## src/rtl/qsp_pkg.sv

```systemverilog
`timescale 1ns / 1ps
// ----------------------------------------------------------------------------
// qsp_pkg
// Shared codes and helpers for the qubit staging prefetch policy.
// ----------------------------------------------------------------------------
package qsp_pkg;

	localparam logic [1:0] OP_INIT  = 2'd0;
	localparam logic [1:0] OP_SWAP  = 2'd1;
	localparam logic [1:0] OP_LOOK  = 2'd2;
	localparam logic [1:0] OP_EOL   = 2'd3;

	localparam logic [1:0] LOC_COLD    = 2'd0;
	localparam logic [1:0] LOC_COMPUTE = 2'd1;
	localparam logic [1:0] LOC_EVICT   = 2'd2;
	localparam logic [1:0] LOC_PREF    = 2'd3;

	localparam logic [2:0] KIND_ACK    = 3'd0;
	localparam logic [2:0] KIND_SHIT   = 3'd1;
	localparam logic [2:0] KIND_PHIT   = 3'd2;
	localparam logic [2:0] KIND_COLD   = 3'd3;
	localparam logic [2:0] KIND_PF     = 3'd4;
	localparam logic [2:0] KIND_LDONE  = 3'd5;

	localparam logic [1:0] REG_ACTIVE  = 2'd0;
	localparam logic [1:0] REG_STAGING = 2'd1;
	localparam logic [1:0] REG_INUSE   = 2'd2;
	localparam logic [1:0] REG_SEED    = 2'd3;

	localparam logic [15:0] LFSR_MASK  = 16'hB400;
	localparam logic [8:0]  UNMET_MAX  = 9'h1FF;

	function automatic logic [31:0] sat_inc32(input logic [31:0] v);
		sat_inc32 = (v == 32'hFFFF_FFFF) ? v : v + 32'd1;
	endfunction

	function automatic logic [15:0] lfsr_step(input logic [15:0] v);
		lfsr_step = {1'b0, v[15:1]} ^ (v[0] ? LFSR_MASK : 16'h0000);
	endfunction

endpackage

```

## src/rtl/qsp_if.sv

```systemverilog
`timescale 1ns / 1ps
// ----------------------------------------------------------------------------
// qsp_req_if / qsp_rsp_if
// Valid/ready channels for request and result items.
// ----------------------------------------------------------------------------
interface qsp_req_if;
	logic       valid;
	logic       ready;
	logic [1:0] opcode;
	logic [7:0] load_qubit;
	logic [7:0] store_qubit;

	modport source (output valid, opcode, load_qubit, store_qubit, input ready);
	modport sink   (input valid, opcode, load_qubit, store_qubit, output ready);
endinterface

interface qsp_rsp_if;
	logic        valid;
	logic        ready;
	logic [2:0]  kind;
	logic [7:0]  fetched_qubit;
	logic [7:0]  victim_qubit;
	logic [8:0]  unmet_needs;
	logic [31:0] prefetch_total;
	logic [31:0] cold_count;
	logic        last;

	modport source (output valid, kind, fetched_qubit, victim_qubit, unmet_needs,
		prefetch_total, cold_count, last, input ready);
	modport sink   (input valid, kind, fetched_qubit, victim_qubit, unmet_needs,
		prefetch_total, cold_count, last, output ready);
endinterface

```

## src/rtl/qsp_ram.sv

```systemverilog
`timescale 1ns / 1ps
// ----------------------------------------------------------------------------
// qsp_ram
// Simple dual-port synchronous RAM, one write and one registered read port.
// ----------------------------------------------------------------------------
module qsp_ram #(
	parameter int W = 3,
	parameter int D = 256,
	parameter int AW = (D > 1) ? $clog2(D) : 1
) (
	input  logic          clk,
	input  logic          we,
	input  logic [AW-1:0] waddr,
	input  logic [W-1:0]  wdata,
	input  logic [AW-1:0] raddr,
	output logic [W-1:0]  rdata
);
	logic [W-1:0] mem [D];

	always_ff @(posedge clk) begin
		if (we) begin
			mem[waddr] <= wdata;
		end
		rdata <= mem[raddr];
	end
endmodule

```

## src/rtl/qsp_mod.sv

```systemverilog
`timescale 1ns / 1ps
// ----------------------------------------------------------------------------
// qsp_mod
// Restoring remainder unit: 16-bit dividend, one bit per cycle.
// ----------------------------------------------------------------------------
module qsp_mod #(
	parameter int VW = 9
) (
	input  logic          clk,
	input  logic          arst_n,
	input  logic          start,
	input  logic [15:0]   dividend,
	input  logic [VW-1:0] divisor,
	output logic          done,
	output logic [VW-1:0] rem
);
	logic [VW-1:0] rem_q;
	logic [15:0]   dvd_q;
	logic [VW-1:0] dvs_q;
	logic [4:0]    cnt_q;
	logic          busy_q;
	logic [VW:0]   rem_sh;
	logic          fits;

	assign rem_sh = {rem_q, dvd_q[15]};
	assign fits   = rem_sh >= {1'b0, dvs_q};

	always_ff @(posedge clk or negedge arst_n) begin
		if (!arst_n) begin
			busy_q <= 1'b0;
			cnt_q  <= '0;
			done   <= 1'b0;
		end else begin
			done <= 1'b0;
			if (start) begin
				busy_q <= 1'b1;
				cnt_q  <= '0;
			end else if (busy_q) begin
				cnt_q <= cnt_q + 5'd1;
				if (cnt_q == 5'd15) begin
					busy_q <= 1'b0;
					done   <= 1'b1;
				end
			end
		end
	end

	always_ff @(posedge clk) begin
		if (start) begin
			rem_q <= '0;
			dvd_q <= dividend;
			dvs_q <= divisor;
		end else if (busy_q) begin
			rem_q <= fits ? VW'(rem_sh - {1'b0, dvs_q}) : rem_sh[VW-1:0];
			dvd_q <= {dvd_q[14:0], 1'b0};
		end
	end

	assign rem = rem_q;
endmodule

```

## src/rtl/qubit_staging_prefetch_policy.sv

```systemverilog
`timescale 1ns / 1ps
// ----------------------------------------------------------------------------
// qubit_staging_prefetch_policy
// Lookahead prefetch with LFSR-chosen eviction over a qubit location table.
// ----------------------------------------------------------------------------
// Swap runs S_SW_LD, S_SW_ST, S_ACK; lookahead S_LA, S_ACK; a qubit out of range goes straight
// to S_ACK; one item at a time. Init: a write sweep of the location RAM.
// End of layer: a repartition sweep, then per queued need a skip if unmet or no longer cold,
//   else a division on the 16-step remainder unit plus a victim scan over the location
//   table for the chosen evictable entry; layer done is registered after the last need.
// After reset a clearing pass runs before the first item.
module qubit_staging_prefetch_policy #(
	parameter int QUBIT_COUNT = 256,
	parameter int MAX_COLD_NEEDS = 32
) (
	input  logic        clk,
	input  logic        arst_n,
	qsp_req_if.sink     req,
	qsp_rsp_if.source   rsp,
	input  logic        cfg_we,
	input  logic [1:0]  cfg_idx,
	input  logic [15:0] cfg_wdata
);
	import qsp_pkg::*;

	localparam int QW   = $clog2(QUBIT_COUNT);
	localparam int CW   = $clog2(QUBIT_COUNT + 1);
	localparam int NW   = $clog2(MAX_COLD_NEEDS + 1);
	localparam int QIW  = (MAX_COLD_NEEDS > 1) ? $clog2(MAX_COLD_NEEDS) : 1;
	localparam int CMPW = (CW > 11) ? CW : 11;

	typedef enum logic [15:0] {
		S_CLR   = 16'h0001,
		S_IDLE  = 16'h0002,
		S_INIT  = 16'h0004,
		S_SW_LD = 16'h0008,
		S_SW_ST = 16'h0010,
		S_LA    = 16'h0020,
		S_PART  = 16'h0040,
		S_QRD   = 16'h0080,
		S_NRD   = 16'h0100,
		S_NCHK  = 16'h0200,
		S_DIV   = 16'h0400,
		S_SCAN  = 16'h0800,
		S_WVIC  = 16'h1000,
		S_WNEED = 16'h2000,
		S_DONE  = 16'h4000,
		S_ACK   = 16'h8000
	} state_t;

	state_t        state_q;
	logic [8:0]    act_q, stg_q, inuse_q;
	logic [15:0]   seed_q;
	logic [CW-1:0] q_ctr_q;
	logic          sv_s1;
	logic [QW-1:0] a_s1;
	logic [7:0]    ld_q, st_q;
	logic [2:0]    kind_q;
	logic [2:0]    fwd_q;
	logic [15:0]   lfsr_q;
	logic [CW-1:0] evict_q;
	logic [NW-1:0] qcnt_q, qi_q;
	logic [8:0]    ovf_q, unmet_q;
	logic [7:0]    need_q;
	logic [CW-1:0] r_q;
	logic [QW-1:0] victim_q;
	logic [31:0]   pref_q, cold_q;
	logic          out_v_q;
	logic          out_free;

	logic          lm_we;
	logic [QW-1:0] lm_waddr, lm_raddr;
	logic [2:0]    lm_wdata, lm_rdata;
	logic          qm_we;
	logic [7:0]    qm_rdata;
	logic [2:0]    ent_st;
	logic [1:0]    init_loc, part_loc;
	logic          hit;
	logic          ld_oob, st_oob;
	logic          div_start, div_done;
	logic [15:0]   lfsr_nx;
	logic [CW-1:0] div_rem;
	logic [CMPW-1:0] qx;

	qsp_ram #(.W(3), .D(QUBIT_COUNT)) u_loc (
		.clk(clk), .we(lm_we), .waddr(lm_waddr), .wdata(lm_wdata),
		.raddr(lm_raddr), .rdata(lm_rdata)
	);

	qsp_ram #(.W(8), .D(MAX_COLD_NEEDS)) u_queue (
		.clk(clk), .we(qm_we), .waddr(qcnt_q[QIW-1:0]), .wdata(ld_q),
		.raddr(qi_q[QIW-1:0]), .rdata(qm_rdata)
	);

	qsp_mod #(.VW(CW)) u_mod (
		.clk(clk), .arst_n(arst_n), .start(div_start), .dividend(lfsr_nx),
		.divisor(evict_q), .done(div_done), .rem(div_rem)
	);

	assign out_free = !out_v_q || rsp.ready;
	assign req.ready = (state_q == S_IDLE);
	assign ld_oob = 32'(req.load_qubit) >= QUBIT_COUNT;
	assign st_oob = 32'(req.store_qubit) >= QUBIT_COUNT;
	assign hit = (kind_q != KIND_COLD);
	assign ent_st = (st_q == ld_q) ? fwd_q : lm_rdata;
	assign lfsr_nx = lfsr_step(lfsr_q);
	assign qx = CMPW'(q_ctr_q);
	assign div_start = (state_q == S_NCHK) && (lm_rdata[1:0] == LOC_COLD)
		&& (evict_q != '0);

	always_comb begin
		if (qx < CMPW'(act_q)) begin
			init_loc = LOC_COMPUTE;
		end else if (qx < CMPW'(act_q) + CMPW'(stg_q) && qx < CMPW'(inuse_q)) begin
			init_loc = LOC_EVICT;
		end else begin
			init_loc = LOC_COLD;
		end
		if (lm_rdata[1:0] == LOC_EVICT || lm_rdata[1:0] == LOC_PREF) begin
			part_loc = lm_rdata[2] ? LOC_PREF : LOC_EVICT;
		end else begin
			part_loc = lm_rdata[1:0];
		end
	end

	always_comb begin
		lm_we    = 1'b0;
		lm_waddr = q_ctr_q[QW-1:0];
		lm_wdata = {1'b0, LOC_COLD};
		lm_raddr = q_ctr_q[QW-1:0];
		qm_we    = 1'b0;
		case (state_q)
			S_CLR: begin
				lm_we = 1'b1;
			end
			S_IDLE: begin
				lm_raddr = QW'(req.load_qubit);
			end
			S_INIT: begin
				lm_we    = 1'b1;
				lm_wdata = {1'b0, init_loc};
			end
			S_SW_LD: begin
				lm_we    = 1'b1;
				lm_waddr = QW'(ld_q);
				lm_wdata = {lm_rdata[2], LOC_COMPUTE};
				lm_raddr = QW'(st_q);
			end
			S_SW_ST: begin
				lm_waddr = QW'(st_q);
				if (hit) begin
					lm_we    = ent_st[1:0] != LOC_PREF;
					lm_wdata = {ent_st[2], LOC_EVICT};
				end else begin
					lm_we    = ent_st[1:0] == LOC_COMPUTE;
					lm_wdata = {ent_st[2], LOC_COLD};
				end
			end
			S_LA: begin
				lm_waddr = QW'(ld_q);
				lm_we    = !lm_rdata[2];
				lm_wdata = {1'b1, lm_rdata[1:0]};
				qm_we    = !lm_rdata[2] && lm_rdata[1:0] == LOC_COLD
					&& 32'(qcnt_q) < MAX_COLD_NEEDS;
			end
			S_PART: begin
				lm_we    = sv_s1;
				lm_waddr = a_s1;
				lm_wdata = {1'b0, part_loc};
			end
			S_NRD: begin
				lm_raddr = QW'(qm_rdata);
			end
			S_WVIC: begin
				lm_we    = 1'b1;
				lm_waddr = victim_q;
			end
			S_WNEED: begin
				lm_we    = out_free;
				lm_waddr = QW'(need_q);
				lm_wdata = {1'b0, LOC_PREF};
			end
			default: begin
			end
		endcase
	end

	always_ff @(posedge clk or negedge arst_n) begin
		if (!arst_n) begin
			act_q   <= '0;
			stg_q   <= '0;
			inuse_q <= 9'd256;
			seed_q  <= 16'd1;
		end else if (cfg_we) begin
			case (cfg_idx)
				REG_ACTIVE:  act_q   <= cfg_wdata[8:0];
				REG_STAGING: stg_q   <= cfg_wdata[8:0];
				REG_INUSE:   inuse_q <= cfg_wdata[8:0];
				REG_SEED:    seed_q  <= cfg_wdata;
				default: begin
				end
			endcase
		end
	end

	always_ff @(posedge clk or negedge arst_n) begin
		if (!arst_n) begin
			state_q  <= S_CLR;
			q_ctr_q  <= '0;
			sv_s1    <= 1'b0;
			a_s1     <= '0;
			ld_q     <= '0;
			st_q     <= '0;
			fwd_q    <= '0;
			need_q   <= '0;
			r_q      <= '0;
			victim_q <= '0;
			lfsr_q   <= 16'd1;
			evict_q  <= '0;
			qcnt_q   <= '0;
			qi_q     <= '0;
			ovf_q    <= '0;
			unmet_q  <= '0;
			pref_q   <= '0;
			cold_q   <= '0;
			kind_q   <= KIND_ACK;
		end else begin
			case (state_q)
				S_CLR: begin
					q_ctr_q <= q_ctr_q + 1'b1;
					if (q_ctr_q == CW'(QUBIT_COUNT - 1)) begin
						state_q <= S_IDLE;
					end
				end
				S_IDLE: begin
					kind_q  <= KIND_ACK;
					q_ctr_q <= '0;
					sv_s1   <= 1'b0;
					if (req.valid) begin
						ld_q <= req.load_qubit;
						st_q <= req.store_qubit;
						case (req.opcode)
							OP_INIT: begin
								evict_q <= '0;
								qcnt_q  <= '0;
								ovf_q   <= '0;
								pref_q  <= '0;
								cold_q  <= '0;
								lfsr_q  <= (seed_q != '0) ? seed_q : 16'd1;
								state_q <= S_INIT;
							end
							OP_SWAP: state_q <= (ld_oob || st_oob) ? S_ACK : S_SW_LD;
							OP_LOOK: state_q <= ld_oob ? S_ACK : S_LA;
							OP_EOL: begin
								unmet_q <= ovf_q;
								state_q <= S_PART;
							end
							default: state_q <= S_ACK;
						endcase
					end
				end
				S_INIT: begin
					q_ctr_q <= q_ctr_q + 1'b1;
					if (init_loc == LOC_EVICT) begin
						evict_q <= evict_q + 1'b1;
					end
					if (q_ctr_q == CW'(QUBIT_COUNT - 1)) begin
						state_q <= S_ACK;
					end
				end
				S_SW_LD: begin
					fwd_q <= {lm_rdata[2], LOC_COMPUTE};
					if (lm_rdata[1:0] == LOC_EVICT) begin
						evict_q <= evict_q - 1'b1;
						kind_q  <= KIND_SHIT;
					end else if (lm_rdata[1:0] == LOC_PREF) begin
						kind_q  <= KIND_PHIT;
					end else begin
						kind_q  <= KIND_COLD;
						cold_q  <= sat_inc32(cold_q);
					end
					state_q <= S_SW_ST;
				end
				S_SW_ST: begin
					if (hit && ent_st[1:0] != LOC_PREF && ent_st[1:0] != LOC_EVICT) begin
						evict_q <= evict_q + 1'b1;
					end
					state_q <= S_ACK;
				end
				S_LA: begin
					if (!lm_rdata[2] && lm_rdata[1:0] == LOC_COLD) begin
						if (32'(qcnt_q) < MAX_COLD_NEEDS) begin
							qcnt_q <= qcnt_q + 1'b1;
						end else if (ovf_q != UNMET_MAX) begin
							ovf_q <= ovf_q + 9'd1;
						end
					end
					state_q <= S_ACK;
				end
				S_PART: begin
					sv_s1 <= 32'(q_ctr_q) < QUBIT_COUNT;
					a_s1  <= q_ctr_q[QW-1:0];
					if (32'(q_ctr_q) < QUBIT_COUNT) begin
						q_ctr_q <= q_ctr_q + 1'b1;
					end
					if (sv_s1) begin
						if (lm_rdata[1:0] == LOC_EVICT && lm_rdata[2]) begin
							evict_q <= evict_q - 1'b1;
						end else if (lm_rdata[1:0] == LOC_PREF && !lm_rdata[2]) begin
							evict_q <= evict_q + 1'b1;
						end
					end
					if (sv_s1 && a_s1 == QW'(QUBIT_COUNT - 1)) begin
						qi_q    <= '0;
						state_q <= S_QRD;
					end
				end
				S_QRD: begin
					state_q <= (qi_q < qcnt_q) ? S_NRD : S_DONE;
				end
				S_NRD: begin
					need_q  <= qm_rdata;
					state_q <= S_NCHK;
				end
				S_NCHK: begin
					qi_q <= qi_q + 1'b1;
					if (lm_rdata[1:0] != LOC_COLD) begin
						state_q <= S_QRD;
					end else if (evict_q == '0) begin
						if (unmet_q != UNMET_MAX) begin
							unmet_q <= unmet_q + 9'd1;
						end
						state_q <= S_QRD;
					end else begin
						lfsr_q  <= lfsr_nx;
						state_q <= S_DIV;
					end
				end
				S_DIV: begin
					q_ctr_q <= '0;
					sv_s1   <= 1'b0;
					if (div_done) begin
						r_q     <= div_rem;
						state_q <= S_SCAN;
					end
				end
				S_SCAN: begin
					sv_s1 <= 32'(q_ctr_q) < QUBIT_COUNT;
					a_s1  <= q_ctr_q[QW-1:0];
					if (32'(q_ctr_q) < QUBIT_COUNT) begin
						q_ctr_q <= q_ctr_q + 1'b1;
					end
					if (sv_s1 && lm_rdata[1:0] == LOC_EVICT) begin
						if (r_q == '0) begin
							victim_q <= a_s1;
							state_q  <= S_WVIC;
						end else begin
							r_q <= r_q - 1'b1;
						end
					end
				end
				S_WVIC: begin
					evict_q <= evict_q - 1'b1;
					state_q <= S_WNEED;
				end
				S_WNEED: begin
					if (out_free) begin
						pref_q  <= sat_inc32(pref_q);
						state_q <= S_QRD;
					end
				end
				S_DONE: begin
					if (out_free) begin
						qcnt_q  <= '0;
						ovf_q   <= '0;
						state_q <= S_IDLE;
					end
				end
				S_ACK: begin
					if (out_free) begin
						state_q <= S_IDLE;
					end
				end
				default: state_q <= S_IDLE;
			endcase
		end
	end

	// result register
	always_ff @(posedge clk or negedge arst_n) begin
		if (!arst_n) begin
			out_v_q <= 1'b0;
		end else if (out_free && (state_q == S_ACK || state_q == S_WNEED
			|| state_q == S_DONE)) begin
			out_v_q <= 1'b1;
		end else if (rsp.ready) begin
			out_v_q <= 1'b0;
		end
	end

	always_ff @(posedge clk) begin
		if (out_free) begin
			rsp.fetched_qubit  <= '0;
			rsp.victim_qubit   <= '0;
			rsp.unmet_needs    <= '0;
			rsp.prefetch_total <= pref_q;
			rsp.cold_count     <= cold_q;
			rsp.last           <= 1'b1;
			rsp.kind           <= kind_q;
			if (state_q == S_WNEED) begin
				rsp.kind           <= KIND_PF;
				rsp.fetched_qubit  <= need_q;
				rsp.victim_qubit   <= 8'(victim_q);
				rsp.prefetch_total <= sat_inc32(pref_q);
				rsp.last           <= 1'b0;
			end else if (state_q == S_DONE) begin
				rsp.kind        <= KIND_LDONE;
				rsp.unmet_needs <= unmet_q;
			end
		end
	end

	assign rsp.valid = out_v_q;

	a_evict_range: assert property (@(posedge clk) disable iff (!arst_n)
		32'(evict_q) <= QUBIT_COUNT)
		else $error("evictable count out of range");

	a_queue_range: assert property (@(posedge clk) disable iff (!arst_n)
		32'(qcnt_q) <= MAX_COLD_NEEDS)
		else $error("cold need count out of range");

	a_rem_range: assert property (@(posedge clk) disable iff (!arst_n)
		div_done |-> div_rem < evict_q)
		else $error("victim index beyond evictable count");

	a_victim_evict: assert property (@(posedge clk) disable iff (!arst_n)
		state_q == S_WVIC |-> $past(lm_rdata[1:0]) == LOC_EVICT)
		else $error("victim was not evictable");

endmodule
```

## src/flat_wrapper.sv

```systemverilog
// flat-port wrapper written by rule: the top's interface ports become plain ports
module qubit_staging_prefetch_policy_flat import qsp_pkg::*;
#(
	parameter int QUBIT_COUNT = 256,
	parameter int MAX_COLD_NEEDS = 32
)
  (clk, arst_n, cfg_we, cfg_idx, cfg_wdata, req_valid, req_opcode, req_load_qubit, req_store_qubit, req_ready, rsp_valid, rsp_kind, rsp_fetched_qubit, rsp_victim_qubit, rsp_unmet_needs, rsp_prefetch_total, rsp_cold_count, rsp_last, rsp_ready);
  qsp_req_if req_i ();
  qsp_rsp_if rsp_i ();
  input  logic clk;
  input  logic arst_n;
  input  logic cfg_we;
  input  logic [1:0] cfg_idx;
  input  logic [15:0] cfg_wdata;
  input wire logic [$bits(req_i.valid)-1:0] req_valid;
  input wire logic [$bits(req_i.opcode)-1:0] req_opcode;
  input wire logic [$bits(req_i.load_qubit)-1:0] req_load_qubit;
  input wire logic [$bits(req_i.store_qubit)-1:0] req_store_qubit;
  output wire logic [$bits(req_i.ready)-1:0] req_ready;
  output wire logic [$bits(rsp_i.valid)-1:0] rsp_valid;
  output wire logic [$bits(rsp_i.kind)-1:0] rsp_kind;
  output wire logic [$bits(rsp_i.fetched_qubit)-1:0] rsp_fetched_qubit;
  output wire logic [$bits(rsp_i.victim_qubit)-1:0] rsp_victim_qubit;
  output wire logic [$bits(rsp_i.unmet_needs)-1:0] rsp_unmet_needs;
  output wire logic [$bits(rsp_i.prefetch_total)-1:0] rsp_prefetch_total;
  output wire logic [$bits(rsp_i.cold_count)-1:0] rsp_cold_count;
  output wire logic [$bits(rsp_i.last)-1:0] rsp_last;
  input wire logic [$bits(rsp_i.ready)-1:0] rsp_ready;
  assign req_i.valid = req_valid;
  assign req_i.opcode = req_opcode;
  assign req_i.load_qubit = req_load_qubit;
  assign req_i.store_qubit = req_store_qubit;
  assign req_ready = req_i.ready;
  assign rsp_valid = rsp_i.valid;
  assign rsp_kind = rsp_i.kind;
  assign rsp_fetched_qubit = rsp_i.fetched_qubit;
  assign rsp_victim_qubit = rsp_i.victim_qubit;
  assign rsp_unmet_needs = rsp_i.unmet_needs;
  assign rsp_prefetch_total = rsp_i.prefetch_total;
  assign rsp_cold_count = rsp_i.cold_count;
  assign rsp_last = rsp_i.last;
  assign rsp_i.ready = rsp_ready;
  qubit_staging_prefetch_policy #(.QUBIT_COUNT(QUBIT_COUNT), .MAX_COLD_NEEDS(MAX_COLD_NEEDS)) u_core (.clk(clk), .arst_n(arst_n), .req(req_i), .rsp(rsp_i), .cfg_we(cfg_we), .cfg_idx(cfg_idx), .cfg_wdata(cfg_wdata));
endmodule
```

## config.mk

```make
export PLATFORM = sky130hd
export DESIGN_NAME = qubit_staging_prefetch_policy_flat
export DESIGN_NICKNAME = d
export VERILOG_FILES = /design/src/rtl/qsp_pkg.sv /design/src/rtl/qsp_if.sv /design/src/rtl/qsp_ram.sv /design/src/rtl/qsp_mod.sv /design/src/rtl/qubit_staging_prefetch_policy.sv /design/src/flat_wrapper.sv
export SDC_FILE = /design/constraint.sdc
export NUM_CORES = 2
export LEC_CHECK = 0
export ABC_CLOCK_PERIOD_IN_PS = 48900
export CAP_MARGIN = 20
export CORE_ASPECT_RATIO = 2
export CORE_UTILIZATION = 71
export CTS_BUF_LIST = sky130_fd_sc_hd__clkbuf_4 sky130_fd_sc_hd__clkbuf_8
export DETAILED_ROUTE_END_ITERATION = 16
export DONT_BUFFER_PORTS = 1
export PLACE_DENSITY = 0.87
export SETUP_SLACK_MARGIN = 0.02
export SLEW_MARGIN = 25
export SYNTH_ARGS = -nofsm -noshare
export SYNTH_HDL_FRONTEND = slang
export SYNTH_SLANG_ARGS = --single-unit
```

## constraint.sdc

```tcl
create_clock -name clk -period 48.9 [get_ports clk]
set_input_delay 7.335 -clock clk [delete_from_list [all_inputs] [get_ports clk]]
set_output_delay 7.335 -clock clk [all_outputs]
set_load 0.03 [all_outputs]
```

# [Word-level counts from Yosys, hierarchy flattened]
# Memories as Yosys holds them, arrays and structs flattened. A register that Yosys moved wholly into a read port is not among the register bits.
# Index checks and enable logic that the tools add are counted.
[word_totals] wordCells=292 input_bits=41 ramBits=1024 n_memories=2 reg_bits=377 out_inout_bits=95
[memory_table] name="u_core.u_loc.mem" depth=256 word_bits=3 read_ports=1 rd_ports_with_merged_regs=1 write_ports=1 line_no="qsp_ram.sv:18" text="logic [W-1:0] mem [D];"
[memory_table] name="u_core.u_queue.mem" depth=32 word_bits=8 read_ports=1 rd_ports_with_merged_regs=1 write_ports=1 line_no="qsp_ram.sv:18"
[classes] n_lt_le_gt_ge=7 addsub=13 n_eq_ne=67 bitwise=2 n_mux=100 n_reduce_logical=63
[ops] cell="2-to-1 mux 16 bit" count=18
[ops] cell="2-to-1 mux 32 bit" count=8
[ops] cell="case mux 16 bit (14 select lines)" count=1
[ops] cell="2-to-1 mux 9 bit" count=22
[ops] cell="case mux 32 bit (2 select lines)" count=2
[ops] cell="adder 32 x 1 -> 32 bit, second input constant" count=2
[ops] cell="== test 32 bit, second input constant" count=2
[ops] cell="case mux 16 bit (4 select lines)" count=1
[ops] cell="case mux 9 bit (3 select lines)" count=2
[ops] cell="case mux 9 bit (6 select lines)" count=1
[ops] cell="case mux 8 bit (5 select lines)" count=1
[ops] cell="adder 9 x 1 -> 9 bit, second input constant" count=4
[ops] cell="2-to-1 mux 6 bit" count=6
[ops] cell="!= test 2 x 1 -> 1 bit, second input constant" count=18
[ops] cell="case mux 9 bit (2 select lines)" count=2
[ops] cell="case mux 16 bit (2 select lines)" count=1
[ops] cell="!= test 2 bit, second input constant" count=13
[ops] cell="case mux 8 bit (3 select lines)" count=1
[ops] cell="zero test 9 bit" count=2
[ops] cell="less-than comparator 9 bit" count=2
[ops] cell="2-to-1 mux 1 bit" count=18
[ops] cell="!= test 9 bit, second input constant" count=2
[ops] cell="case mux 3 bit (6 select lines)" count=1
[ops] cell="case mux 6 bit (3 select lines)" count=1
[ops] cell="64 further kinds" count=121

# [Longest topological paths before layout]
[logic_depth] word_depth=8 mapped_depth=18 mapped_depth_nobuf=17

# [Cells and area by module]
# A second synthesis with hierarchy kept.
[unflattened] cells_unflattened=3965 area_unflattened_um2=60549.3
[by_module_without_submodules] mod="qsp_ram at u_core.u_loc" cells_per_inst=1713 area_per_inst_um2=31038.5 instances=1
[by_module_without_submodules] mod="qubit_staging_prefetch_policy" cells_per_inst=1664 area_per_inst_um2=17336.6 instances=1
[by_module_without_submodules] mod="qsp_ram at u_core.u_queue" cells_per_inst=417 area_per_inst_um2=10053.4 instances=1
[by_module_without_submodules] mod="qsp_mod" cells_per_inst=171 area_per_inst_um2=2120.8 instances=1

# [Worst setup path after synthesis]
# Ideal clock, no wire load.
[synth_timing] path_type="register -> register" from="reg u_core.state_q[3]" to="mem u_core.u_loc.mem[0][2], data pin" setup_slack_ns=27.748 required_ns=45.533 stages_incl_launch_ff=6 arrival_time_ns=17.786 period_less_slack_ns=21.152 setup_time_ns=3.367 n_path_buf=1 path_cell_list="dfrtp_1 -> or4_1 -> buf_2 -> nor3_2 -> nand4b_1 -> o311ai_0"
[synth_via] elab_chain_cells=2 elab_cells_between_ends=7 cone_classes="6 x eq/ne; 1 x mux"
[synth_lines] item="from (decl)" line_no="qubit_staging_prefetch_policy.sv:51" text="state_t state_q;"
[synth_lines] item="from (signal assigned)" line_no="qubit_staging_prefetch_policy.sv:252" text="OP_SWAP: state_q <= (ld_oob || st_oob) ? S_ACK : S_SW_LD;"
[synth_lines] item="from (signal assigned)" line_no="qubit_staging_prefetch_policy.sv:253" text="OP_LOOK: state_q <= ld_oob ? S_ACK : S_LA;"
[synth_lines] item="from (signal assigned)" line_no="qubit_staging_prefetch_policy.sv:319" text="state_q <= (qi_q < qcnt_q) ? S_NRD : S_DONE;"
[synth_lines] item="== test 16 x 14 -> 1 bit (tied with other cells)" line_no="qubit_staging_prefetch_policy.sv:132" text="case (state_q)"
[synth_lines] item="case mux 3 bit (6 select lines) (*)" line_no="qubit_staging_prefetch_policy.sv:132"
[synth_lines] item="via u_core.lm_wdata[2]" line_no="qubit_staging_prefetch_policy.sv:73" text="logic [2:0] lm_wdata, lm_rdata;"
[synth_lines] item="to (decl)" line_no="qsp_ram.sv:18"
# The timed path passes the listed nets; every way through them passes the cells marked *.

# [Final worst setup path]
[layout_timing] from="in req_load_qubit[0]" to="reg u_core.u_loc.rdata[2] (read register of u_core.u_loc.mem)"
[layout_via] elab_chain_cells=1
[layout_lines] item="from (decl)" line_no="flat_wrapper.sv:17" text="input wire logic [$bits(req_i.load_qubit)-1:0] req_load_qubit;"
[layout_lines] item="case mux 8 bit (3 select lines)" line_no="qubit_staging_prefetch_policy.sv:132"
[layout_lines] item="to (decl)" line_no="qsp_ram.sv:16" text="output logic [W-1:0] rdata"
# No other way between the ends.
# A chain may end at the register's enable or synchronous reset.

==> results.ini <==
[synth]
synth_fp_nets = 4847
syn_inst = 4738
synth.top_cell.area_share = 0.561
postSynthAreaPerCell_um2 = 12.9
ys_async_sr_fraction = 0.176
ys_seq_area_frac = 0.670
syn_area_um2 = 61100
postSynth.topFlopCell = edfxtp_1
ys_top_cells_by_area = edfxtp_1, dfrtp_1, nand2_1
synth_largest_area_cell = edfxtp_1
synth-warning-count = 0
synth_cell_types = 95
synth-seq-cells = 1411
synth_edf_count = 1142
synth_commonest_cells = edfxtp_1, nand2_1, nor2_1
dominant_cell_by_count_in_the_synthesized_netlist = edfxtp_1

[die]
rows = 151
width_of_the_chip_um = 209
fp.dieH_um = 417
die_area_um2 = 87400
io_pins = 136
area_of_the_core_um2 = 85000
floorplan.initialDensity = 0.719

[final_layout]
finalNetCount = 4810
filler_cell_count = 4580
layout-area-overhead-vs-synth_pct = 7.68
post-route-cell-area_um2 = 65800
layout-drive-gt1-share = 0.124

[critical_path]
timing.critical_path.max_delay_family = compound AO/OA/AOI/OAI gates
slowest_cell_on_the_critical_path = o32ai_1
timing.setup.critical_path_class = in -> reg
ff2ff_path_depth = 11
reg2reg_setup_slack_ns = 42.28
cp_endpoint_kind = register
critical_path.max_fanout = 153
cpMostUsedCell = a211oi_1
worstReg2RegStart = u_core.state_q[4]
cell_chain_critical_path = a22o_1 -> a22oi_1 -> and2_4 -> buf_12 -> buf_4 -> mux2i_1 -> o21ai_0 -> a211oi_1 -> o31ai_1 -> o32ai_1 -> a211oi_1
timing.rr.end = u_core.u_loc.rdata[2]
worst_path_largest_cell_delay_ns = 0.81
critical_path_required_ns = 49.65
kind_of_start_point_of_the_critical_path = primary input
worst_ep_arrival_time_ns = 11.86
cp_num_buf_inv = 2

[timing]
hold_viol_final = 0
rsz0062_at_grt = false
clock.fmax_ghz = 0.0899
max-slew-margin-rel = 0.195
finalMaxSlewViolations = 0
worst_slew_pin_slew_ns = 1.20
setup_violation_total_in_the_final_timing_report = 0
setup_total_negative_slack_ns = 0
final_min_period_over_clock_period = 0.227
fin_crit_ns = 11.12
worst_clock_skew_ns = 0.0524

[routing]
wl_per_cell_um = 29.5
initialDrtViolationCount = 5796
post_drt_via_cell_ratio = 7.20
drt-pass1-iter-count = 9
via_count = 42800
detail-route-antenna-nets = 0
totalWireLength_um = 175000
route.detailed.drc = 0

[worst_hold_path]
worst_hold_path_type = reg -> reg
whs_path_depth = 2
worstHoldStart = u_core.u_queue.rdata[7]
timing.hold.worst_endpoint = u_core.need_q[7]

[clock_tree]
tritoncts = done
ctsHtreeMaxLevel = 4
cts.clk_slew.worst_paths_ns = 0.07
cts_root_buffer = clkbuf_8
cts.repair_timing.setup_buffer_count = 0
post_cts_resize_count = 0
cts_buffers = 180
numClockSinks = 1411
cts_max_path_buffers = 3
clk-insertion-delay-late_ns = 0.91
hold_buffers = 0

[global_route]
grt_pass1_wl_um = 257000
gr_ovfl_total = 0
gr-usage-all-layers = 0.405
grt_start_max_net_pins = 257
first_global_vias = 42600
antenna_found_initial = 14

[job]
cap_violations = 0

[power_and_ir_drop]
p_per_area_nw_per_um2 = 53.8
irDropWorstVdd_uv = 57.3
power.leakage_nw = 23.7

[placed_design]
hpwlAfterDp_um = 111000
place.gp.congestion = 0.977
port_buffers = 0
placed_cell_area_um2 = 61800

[run_status]
run_status = complete, no violations

-- worst max path at each step --
stage	cells after the start	end	from
after global routing	11	u_core.u_loc.rdata[2]	req_load_qubit[0]
after global placement	11	u_core.u_loc.rdata[2]	req_load_qubit[0]
final	11	u_core.u_loc.rdata[2]	req_load_qubit[0]
after detailed placement	11	u_core.u_loc.rdata[2]	req_load_qubit[0]
after CTS	5	req_ready	u_core.state_q[4]
after floorplan	5	u_core.u_loc.mem[0][2]	u_core.state_q[3]
-- layer usage --
| layer | part of all wire | up-vias | GRT usage |
|---|---|---|---|
| met5 | 0.00013 | - | 0 |
| met3 | 0.11 | 1063 | 0.0991 |
| met1 | 0.29 | 20500 | 0.431 |
| met2 | 0.50 | 3573 | 0.675 |
| li1 | - | 17600 | - |
| met4 | 0.10 | 4 | 0.342 |
-- through the flow --
stage                     setup slack (ns)   util  total power [mW]  hold WS, ns  instances
after global placement               37.43  0.727              2.54        0.431       5588
after floorplan                      27.75      -              2.25        0.413       4738
after global routing                 37.68  0.774              3.63        0.492       5935
final                                37.78  0.774              3.54        0.472       5942
after CTS                            38.12  0.773              3.48        0.469       5925
after detailed placement             37.21  0.727              2.58        0.443       5588
-- layout make-up --
type	instances	area, um2	share of cell area
Antenna cell	15	37.5	0.000570
Timing Repair Buffer	65	594	0.00903
Tap cell	1071	1340	0.0204
Clock buffer	242	3060	0.0464
Sequential cell	1411	40900	0.622
Multi-Input combinational cell	2964	18800	0.285
Clock inverter	95	810	0.0123
Inverter	79	299	0.00454
-- power breakdown --
part	leakage [nW]	total [mW]	internal (mW)	switching (mW)
registers	14.1	1.51	1.41	0.0956
clock network	2.00	0.924	0.475	0.449
logic	7.62	1.11	0.311	0.799
-- worst reg2reg max path, stage by stage, from the launching register on --
cell and delay [ns]:
dfrtp_1 0.54, nor4_4 0.56, and4_1 0.85, a211o_2 0.35, and2_4 0.77, buf_4 0.75
buf_4 0.89, nand3_1 0.23, a32oi_1 0.44, a21oi_1 0.23, o32ai_1 0.78, a211oi_1 0.08
-- state kept, by name, summed over array words and instances, names as in the netlist, 16 cells and up --
register	count
u_core.cold_q	32
u_core.u_mod.dvd_q	16
u_core.u_queue.mem	256
u_core.pref_q	32
u_core.rsp.cold_count	32
u_core.state_q	16
u_core.u_loc.mem	768
u_core.seed_q	16
u_core.lfsr_q	16
u_core.rsp.prefetch_total	32
-- logic make-up (layout without fill, tap and decap cells) --
kind of cell             count (synthesis)  count (layout)  share of synthesized area
adder cells (fa/ha/maj)                 68              68                     0.0142
buffers and inverters                  363             481                     0.0259
AO/OA/AOI/OAI                          691             691                     0.0760
flip-flops                            1411            1411                      0.670
multiplexers                           280             280                     0.0639
XOR/XNOR                               100             100                     0.0143
AND/OR/NAND/NOR                       1825            1825                      0.136
other                                    0              15                          0
-- layout by cell type (no fill, tap or decap), types with 13 or more instances in the layout --
| cell type | count |
|---|---|
| mux4_2 | 80 |
| a21o_1 | 25 |
| nor4_1 | 26 |
| dfrtp_1 | 242 |
| a211oi_1 | 98 |
| a221oi_1 | 22 |
| clkinvlp_4 | 13 |
| clkinv_1 | 38 |
| nand4_1 | 59 |
| clkbuf_4 | 44 |
| xor2_1 | 67 |
| clkbuf_8 | 198 |
| clkinv_2 | 25 |
| buf_4 | 57 |
| xnor2_1 | 33 |
| and4_1 | 13 |
| diode_2 | 15 |
| inv_1 | 77 |
| mux2i_1 | 118 |
| nor3_1 | 65 |
| a21oi_1 | 145 |
| a32oi_1 | 32 |
| nand2_1 | 690 |
| nor2b_1 | 23 |
| a311oi_1 | 32 |
| o22ai_1 | 22 |
| mux2_2 | 82 |
| a22oi_1 | 13 |
| a31oi_1 | 59 |
| o21ai_0 | 130 |
| and2_1 | 34 |
| edfxtp_1 | 1142 |
| dfxtp_1 | 20 |
| nor2_1 | 476 |
| nand2b_1 | 22 |
| or3_1 | 17 |
| ha_1 | 66 |
| and3_1 | 103 |
| nand3_1 | 218 |
Power figures use the tool's default switching activity.
